[config.mk]
export PLATFORM = sky130hd
export DESIGN_NAME = gcd_front
export DESIGN_NICKNAME = d
export VERILOG_FILES = /design/src/hdl/gcd_pkg.sv /design/src/hdl/gcd_front.sv
export SDC_FILE = /design/constraint.sdc
export NUM_CORES = 1
export LEC_CHECK = 0
export BUFFER_PORTS_ARGS = -buffer_cell sky130_fd_sc_hd__buf_4
export CAP_MARGIN = 20
export CORE_MARGIN = 2
export CORE_UTILIZATION = 60
export CTS_BUF_LIST = sky130_fd_sc_hd__clkbuf_16
export DETAILED_ROUTE_END_ITERATION = 8
export PLACE_DENSITY = 0.82
export SLEW_MARGIN = 20
export SYNTH_ARGS = -nofsm -noshare
export SYNTH_HDL_FRONTEND = slang
export SYNTH_SLANG_ARGS = --single-unit
[constraint.sdc]
create_clock -name i_clk -period 6.25 [get_ports i_clk]
set_input_delay 0.9375 -clock i_clk [delete_from_list [all_inputs] [get_ports i_clk]]
set_output_delay 0.9375 -clock i_clk [all_outputs]
set_load 0.03 [all_outputs]
[src/hdl/gcd_pkg.sv]
package gcd_pkg;

    localparam int ANGLE_FRACTION_BITS_DEF = 16;
    localparam int CORDIC_STEPS = 30;
    localparam int ROOT_STEPS = 32;
    localparam int LAT_W = 24;
    localparam int LON_W = 25;
    localparam int DIST_W = 25;
    localparam int IN_W = 2 * LAT_W + 2 * LON_W;
    localparam int IN_BYTES_W = ((IN_W + 7) / 8) * 8;
    localparam int OUT_BYTES_W = ((DIST_W + 7) / 8) * 8;
    // Q17 degree differences, full angles and sums all fit in 28 bits signed.
    localparam int DEG_W = 28;
    // Q30 working width for the rotation datapaths.
    localparam int CW = 34;
    localparam int QUEUE_DEPTH = 4;

    localparam logic [26:0] PI_OVER_180_Q32 = 27'd74961321;
    localparam logic signed [CW-1:0] CORDIC_GAIN_Q30 = 34'sd652032874;
    localparam logic signed [CW-1:0] ONE_Q30 = 34'sd1073741824;
    localparam logic [DEG_W-1:0] FULL_TURN_Q17 = 28'd47185920;
    localparam logic [23:0] TWO_RADII_METERS = 24'd12742000;

    typedef struct packed {
        logic signed [DEG_W-1:0] d_lat;
        logic signed [DEG_W-1:0] d_lon;
        logic signed [DEG_W-1:0] lat1;
        logic signed [DEG_W-1:0] lat2;
    } t_angles;

    function automatic logic signed [CW-1:0] atan_q30(input logic [4:0] idx);
        logic signed [CW-1:0] v;
        unique case (idx)
            5'd0: v = 34'sh3243F6A8;
            5'd1: v = 34'sh1DAC6705;
            5'd2: v = 34'sh0FADBAFC;
            5'd3: v = 34'sh07F56EA6;
            5'd4: v = 34'sh03FEAB76;
            5'd5: v = 34'sh01FFD55B;
            5'd6: v = 34'sh00FFFAAA;
            5'd7: v = 34'sh007FFF55;
            5'd8: v = 34'sh003FFFEA;
            5'd9: v = 34'sh001FFFFD;
            5'd10: v = 34'sh000FFFFF;
            5'd11: v = 34'sh0007FFFF;
            5'd12: v = 34'sh0003FFFF;
            5'd13: v = 34'sh0001FFFF;
            5'd14: v = 34'sh0000FFFF;
            5'd15: v = 34'sh00007FFF;
            5'd16: v = 34'sh00003FFF;
            5'd17: v = 34'sh00001FFF;
            5'd18: v = 34'sh00000FFF;
            5'd19: v = 34'sh000007FF;
            5'd20: v = 34'sh000003FF;
            5'd21: v = 34'sh000001FF;
            5'd22: v = 34'sh000000FF;
            5'd23: v = 34'sh0000007F;
            5'd24: v = 34'sh0000003F;
            5'd25: v = 34'sh0000001F;
            5'd26: v = 34'sh0000000F;
            5'd27: v = 34'sh00000008;
            5'd28: v = 34'sh00000004;
            5'd29: v = 34'sh00000002;
            default: v = '0;
        endcase
        return v;
    endfunction

    function automatic logic signed [CW-1:0] clamp_unit(input logic signed [CW-1:0] v);
        logic signed [CW-1:0] r;
        if (v < 0) begin
            r = '0;
        end else if (v > ONE_Q30) begin
            r = ONE_Q30;
        end else begin
            r = v;
        end
        return r;
    endfunction

    // Q30 product rounded half up; operands are within [-1, 1].
    function automatic logic signed [CW-1:0] mul_q30(input logic signed [CW-1:0] a,
                                                    input logic signed [CW-1:0] b);
        logic signed [2*CW-1:0] p;
        p = a * b + (68'sd1 <<< 29);
        return p[CW+29:30];
    endfunction

endpackage

[src/hdl/gcd_front.sv]
// Front end: takes an item, forms the four Q17 angles and pushes them into the queue.
module gcd_front
    import gcd_pkg::*;
(
    input  logic                      i_clk,
    input  logic                      i_rst_n,
    input  logic                      i_valid,
    output logic                      o_ready,
    input  logic signed [LAT_W-1:0]   i_lat1,
    input  logic signed [LON_W-1:0]   i_lon1,
    input  logic signed [LAT_W-1:0]   i_lat2,
    input  logic signed [LON_W-1:0]   i_lon2,
    output logic                      o_valid,
    input  logic                      i_ready,
    output t_angles                   o_angles
);

    localparam int PW = $clog2(QUEUE_DEPTH);

    t_angles             r_mem [QUEUE_DEPTH];
    logic [PW-1:0]       r_wp;
    logic [PW-1:0]       r_rp;
    logic [PW:0]         r_cnt;
    logic                push;
    logic                pop;
    t_angles             in_angles;

    // Half differences are the plain Q16 difference read as Q17.
    always_comb begin
        in_angles.d_lat = DEG_W'(i_lat2) - DEG_W'(i_lat1);
        in_angles.d_lon = DEG_W'(i_lon2) - DEG_W'(i_lon1);
        in_angles.lat1  = DEG_W'(i_lat1) <<< 1;
        in_angles.lat2  = DEG_W'(i_lat2) <<< 1;
    end

    assign o_ready  = (r_cnt != (PW+1)'(QUEUE_DEPTH));
    assign o_valid  = (r_cnt != '0);
    assign push     = i_valid && o_ready;
    assign pop      = o_valid && i_ready;
    assign o_angles = r_mem[r_rp];

    // Queue storage.
    always_ff @(posedge i_clk) begin
        if (push) begin
            r_mem[r_wp] <= in_angles;
        end
    end

    // Queue pointers.
    always_ff @(posedge i_clk) begin
        if (!i_rst_n) begin
            r_wp  <= '0;
            r_rp  <= '0;
            r_cnt <= '0;
        end else begin
            if (push) r_wp <= r_wp + 1'b1;
            if (pop)  r_rp <= r_rp + 1'b1;
            r_cnt <= r_cnt + (PW+1)'(push) - (PW+1)'(pop);
        end
    end

endmodule

==> metrics.txt, run 1 <==
post-detail-place hpwl=24200 µm; Synth Cell Area=17600 µm²; syn avg cell area=17.5 µm²; Pleak=7.62 nW; Slowest-stage cell, CP=dfxtp_4; fin nets=1384; Core Box Area=28900 µm²; crit path cell chain=buf_12, mux4_2, buf_4; Post-Syn Instances=1009; Post-synth EDFFs=396; Hold Violations, Final=0; Async SR Flop Fraction=0%; status=finished clean; initial DRC count=647; Die X-Extent=175 µm; DIE HEIGHT=175 µm; hold buffer count at cts=0; CP Data Arrival Time=2.83 ns; Filler cells=1797; Final Setup Violations=0; Post-CTS Resized=0; row count=62; initial antenna violation count=0; sequential fraction of the synthesis area=68.4%; yosys warns=0; Max Cap Violations=0; top-area cell type share of the netlist area=67.4%; Worst R2R Path Depth=4; Detail Route Antenna Nets=0; Synth cell types=63; vias in the first global route=10362; CP endpoint=o_angles[110]; Max transition margin=38.4%; period utilisation layout=60.3%; Worst setup EP type=primary output; WHS=0.510 ns; r2r endpoint=r_mem[1][108]; clk slew on worst S/H paths=0.05 ns; CTS Buffer Depth=3; post-synth top area cell=edfxtp_1; die area=30800 µm²; crit-path max FO=56; main combinational cell family by area after synthesis=multiplexers; Most used DFF post-synth=edfxtp_1; root buf cell=clkbuf_16; Vias=9787; type of the worst min-delay path=reg -> reg; min cycle time layout=3.77 ns; clk_skew=0.0166 ns; number of vias per cell=5.96; count leader, synth=edfxtp_1; Post-Synth XOR/XNOR Area=2.33%; I/O pins=216; cts bufs inserted=42; drc violations=0; Synth Area in Compound Gates=5.70%; R2R Setup Slk=3.68 ns; first-pass GRT wire length=57500 µm; mux cell area share after synthesis=12.6%; Achievable Freq=265 MHz; number of setup buffers added after CTS=0; Slew Limit Fails=0; Post-Synth Adder-Cell Area=4.24%; First-pass DRT Iterations=5; CTS tree=built; area grow syn2layout=18.7%; RSZ-0062 raised after global routing=false; RePlAce Congestion=0.910; Seq cells post-synth=405; GRT Util Overall=24.8%; grt total ovfl=0; largest net degree at the start of global routing=61; Synth area leaders=edfxtp_1 67%, mux4_2 13%, ha_1 3.9%; Synth Area in Simple Gates=3.71%; diode count=0; WS Path Type=reg -> out; PD cells=420 nW/µm²; layout cells sized above 1=30.9%; clk_lat worst skew=0.53 ns; Worst Path Required=5.31 ns; synth cell count leaders=396 x edfxtp_1, 99 x mux4_2, 69 x inv_1; Slowest Stage Delay on Critical Path=0.93 ns; drt wl/cell=22.8 µm; setup TNS=0 ns; H-tree depth=2; IO Port Bufs=213; Startpoint Class=register; VDD IR max=0.282 mV; worst r2r src=r_cnt[1]; # clock sinks=405; WL final=37400 µm; Tightest Pin Transition=0.924 ns; initial core utilization=61.1%
## critical path: cells and delay by family, from the launching register on
family	cells	cell delay [ns]
DFF	1	0.93
buffers and inverters	2	0.65
muxes	1	0.62
## per-stage QoR
step	total power [mW]	setup slack, ns	area [µm²]	instances	utilization [%]
global placement	6.35	2.92	19600	1564	67.8
CTS	8.87	2.38	20900	1641	72.6
global route	9.13	2.22	20900	1641	72.6
detailed placement	6.42	2.81	19600	1564	67.8
finish	8.78	2.48	20900	1641	72.6
floorplan	5.50	2.50	17600	1010	-
## flip-flops by register name, summed over array words and instances, names as in the netlist, named ones only
| name | flops |
|---|---|
| r_cnt | 3 |
| r_wp | 2 |
| r_mem | 396 |
| r_rp | 2 |
## layout by cell type, fill, tap and decap left out, types with 8 or more instances in the layout
master,netlist,final
o21ai_0,10,10
edfxtp_1,396,396
o21ai_1,8,8
a21o_1,15,15
ha_1,55,55
xor2_1,18,18
a211oi_1,8,8
clkbuf_16,0,45
inv_1,69,85
nor2_1,33,33
and2_1,11,11
nand2b_1,9,9
a21oi_1,48,48
o21a_1,8,8
xnor2_1,29,29
buf_4,14,218
mux4_2,99,99
nand3_1,14,14
nand2_1,34,34
nand4_1,9,9
## final cells by class
class                      instances  area, µm²  area share (%)
inverter                          70        263            1.25
clock inverter                    32        256            1.23
clock buffer                      45       1130            5.38
multi-input combinational        486       5080            24.2
tap                              384        480            2.29
timing repair buffer             219       1660            7.91
sequential                       405      12100            57.7
## kinds of logic after synthesis
kind of cell	count (synthesis)
buffers and inverters	119
multiplexers	99
flip-flops	405
AND/OR/NAND/NOR	134
AO/OA/AOI/OAI	146
other	1
XOR/XNOR	47
adder cells (fa/ha/maj)	58
## where the power goes
group / switching [mW] / internal, mW
logic: 1.62 / 1.13
clock network: 0.959 / 1.49
registers: 0.175 / 3.41
## how the worst min path moves through the flow
stage               startpoint      end  cells after the start
CTS                    r_wp[1]  r_wp[1]                      2
detailed placement     r_wp[1]  r_wp[1]                      2
global route           r_wp[1]  r_wp[1]                      2
global placement       r_wp[1]  r_wp[1]                      2
finish                 r_wp[1]  r_wp[1]                      2
floorplan              r_wp[1]  r_wp[1]                      2
## layer usage
| layer | vias to the layer above | track usage (%) | share of wire, % |
|---|---|---|---|
| met3 | 76 | 6.47 | 7.7 |
| met4 | 0 | 7.37 | 2.5 |
| met2 | 361 | 44.4 | 53 |
| met5 | - | 0 | 0 |
| li1 | 4408 | - | - |
| met1 | 4942 | 29.8 | 37 |
Power figures use the tool's default switching activity.
==> run 2: changes to the inputs <==
- ABC_AREA: not set -> 1
- CORE_UTILIZATION: 60 -> 59
- PLACE_DENSITY: 0.82 -> 0.8
- clock period: 6.25 -> 3.9 ns (I/O delays scaled with it)
==> metrics.txt, run 2 <==
IO Port Bufs=213; min cycle time layout=3.21 ns; type of the worst min-delay path=in -> reg; Final Setup Violations=0; Tightest Pin Transition=1.09 ns; sequential fraction of the synthesis area=64.1%; Most used DFF post-synth=edfxtp_1; commonest non-fill, non-tap cells in the layout=396 x edfxtp_1, 287 x nand2_1, 245 x nor2_1; Worst Path Required=3.31 ns; Worst setup EP type=primary output; root buf cell=clkbuf_16; GRT Util Overall=26.8%; Hold Violations, Final=0; die area=33400 µm²; biggest regs=r_mem (396), r_cnt (3); CP Data Arrival Time=2.63 ns; status=finished clean; Final Non-Filler Cells=2387; Synth cell types=36; Max Cap Violations=0; grt total ovfl=0; Post-Synth XOR/XNOR Area=1.26%; PD cells=629 nW/µm²; Post-synth EDFFs=396; fin nets=2114; Post-CTS Resized=0; yosys warns=0; CTS Buffer Depth=3; syn avg cell area=10.7 µm²; clk slew on worst S/H paths=0.06 ns; Startpoint Class=register; initial DRC count=1268; Max transition margin=27.1%; WS Path Type=reg -> out; Slew Limit Fails=0; Vias=13346; CTS tree=built; initial antenna violation count=1; number of vias per cell=5.59; setup TNS=0 ns; drc violations=0; Synth Area in Compound Gates=10.2%; H-tree depth=2; row count=65; Reg with most FFs=r_mem; hold buffer count at cts=0; most common cell after layout, fill and taps aside=edfxtp_1; crit-path max FO=99; layout cells sized above 1=16.1%; post-detail-place hpwl=28300 µm; Synth Area in Simple Gates=13.9%; First-pass DRT Iterations=5; top-area cell type share of the netlist area=63.1%; Worst Setup Slack, final=0.687 ns; mux cell area share after synthesis=0%; count leader, synth=edfxtp_1; Core Box Area=31500 µm²; I/O pins=216; drt wl/cell=18.8 µm; # clock sinks=405; largest net degree at the start of global routing=199; clk_lat worst skew=0.54 ns; WL final=44900 µm; vias in the first global route=12902; Detail Route Antenna Nets=0; Synth area leaders=edfxtp_1 63%, nand2_1 5.7%, o21ai_0 5.3%; number of setup buffers added after CTS=0; DIE HEIGHT=183 µm; post-synth top area cell=edfxtp_1; main combinational cell family by area after synthesis=simple AND/OR/NAND/NOR gates; Filler cells=2274; Synth Cell Area=18800 µm²; initial core utilization=59.8%; Async SR Flop Fraction=0%; first-pass GRT wire length=68600 µm; pre-CTS setup slack=1.24 ns; WHS=0.251 ns; RSZ-0062 raised after global routing=false; synth cell count leaders=396 x edfxtp_1, 287 x nand2_1, 249 x nor2_1; Post-Synth Adder-Cell Area=3.97%; Post-Syn Instances=1759; clk_skew=0.0187 ns; placed insts=2311; VDD IR max=0.458 mV; RePlAce Congestion=0.979; period utilisation layout=82.4%; max FFs per register=396; area grow syn2layout=16.6%; diode count=0; Seq cells post-synth=405; Die X-Extent=183 µm; cts bufs inserted=43; Achievable Freq=311 MHz; Pleak=8.92 nW
[run 2: cell types whose count changed after synthesis, moves of 11 or more]
cell	delta
nand3_1	+30
buf_6	+15
o21ai_0	+188
nand2_1	+253
o22ai_1	+97
xnor2_1	-24
mux4_2	-99
nor2_2	+11
inv_1	+125
nor2_1	+216
clkbuf_1	+18
a21o_1	-14
[run 2: final timing paths]
kind / start / endpoint / slack, ns / cells after the start
worst max-delay path: register / o_angles[55] / 0.69 / 4
worst min-delay path: i_lat1[13] / r_mem[3][40] / 0.25 / 1
worst max register to register: r_cnt[1] / r_mem[2][88] / 1.57 / 5
worst min register to register: r_rp[1] / register / 0.48 / 2
[run 2: final cells by class]
class                           instances  area [µm²]  share of cell area (%)
Clock buffer                           45        1130                    5.13
Clock inverter                         31         139                   0.633
Inverter                              201         761                    3.46
Multi-Input combinational cell       1077        5550                    25.3
Sequential cell                       405       12100                    55.0
Tap cell                              402         503                    2.29
Timing Repair Buffer                  226        1800                    8.18
[run 2: cells by family after synthesis]
family / Yosys count
fa+ha+maj: 58
flops: 405
other cells: 1
compound gates: 356
simple gates: 634
buf+inv: 278
xor+xnor: 27
[run 2: through the flow]
| step | power, mW | area, µm² | utilization [%] |
|---|---|---|---|
| floorplan | 8.72 | 18800 | - |
| global route | 14.4 | 22000 | 69.8 |
| CTS | 13.9 | 22000 | 69.8 |
| global placement | 10.2 | 20700 | 65.7 |
| detailed placement | 10.3 | 20700 | 65.7 |
| finish | 13.8 | 22000 | 69.8 |
[run 2: where the power goes]
| part | internal [mW] | total [mW] | switching, mW |
|---|---|---|---|
| sequential | 5.46 | 5.58 | 0.120 |
| clock | 2.07 | 3.64 | 1.57 |
| combinational | 1.40 | 4.60 | 3.21 |
[run 2: routing by layer]
| layer | part of all wire, % | GRT usage (%) | wire length [µm] | vias up |
|---|---|---|---|---|
| li1 | - | - | - | 6463 |
| met1 | 40 | 33.8 | 17800 | 6300 |
| met4 | 3.0 | 9.16 | 1340 | 2 |
| met5 | 0.027 | 0 | 12 | - |
| met3 | 7.1 | 4.77 | 3170 | 89 |
| met2 | 50 | 47.0 | 22600 | 492 |
[run 2: worst max-delay path, cell delays in order, from the launching register on]
cell and delay, ns:
dfxtp_2 0.34, buf_4 0.82, o21ai_0 0.28, o22ai_1 0.39, buf_4 0.23
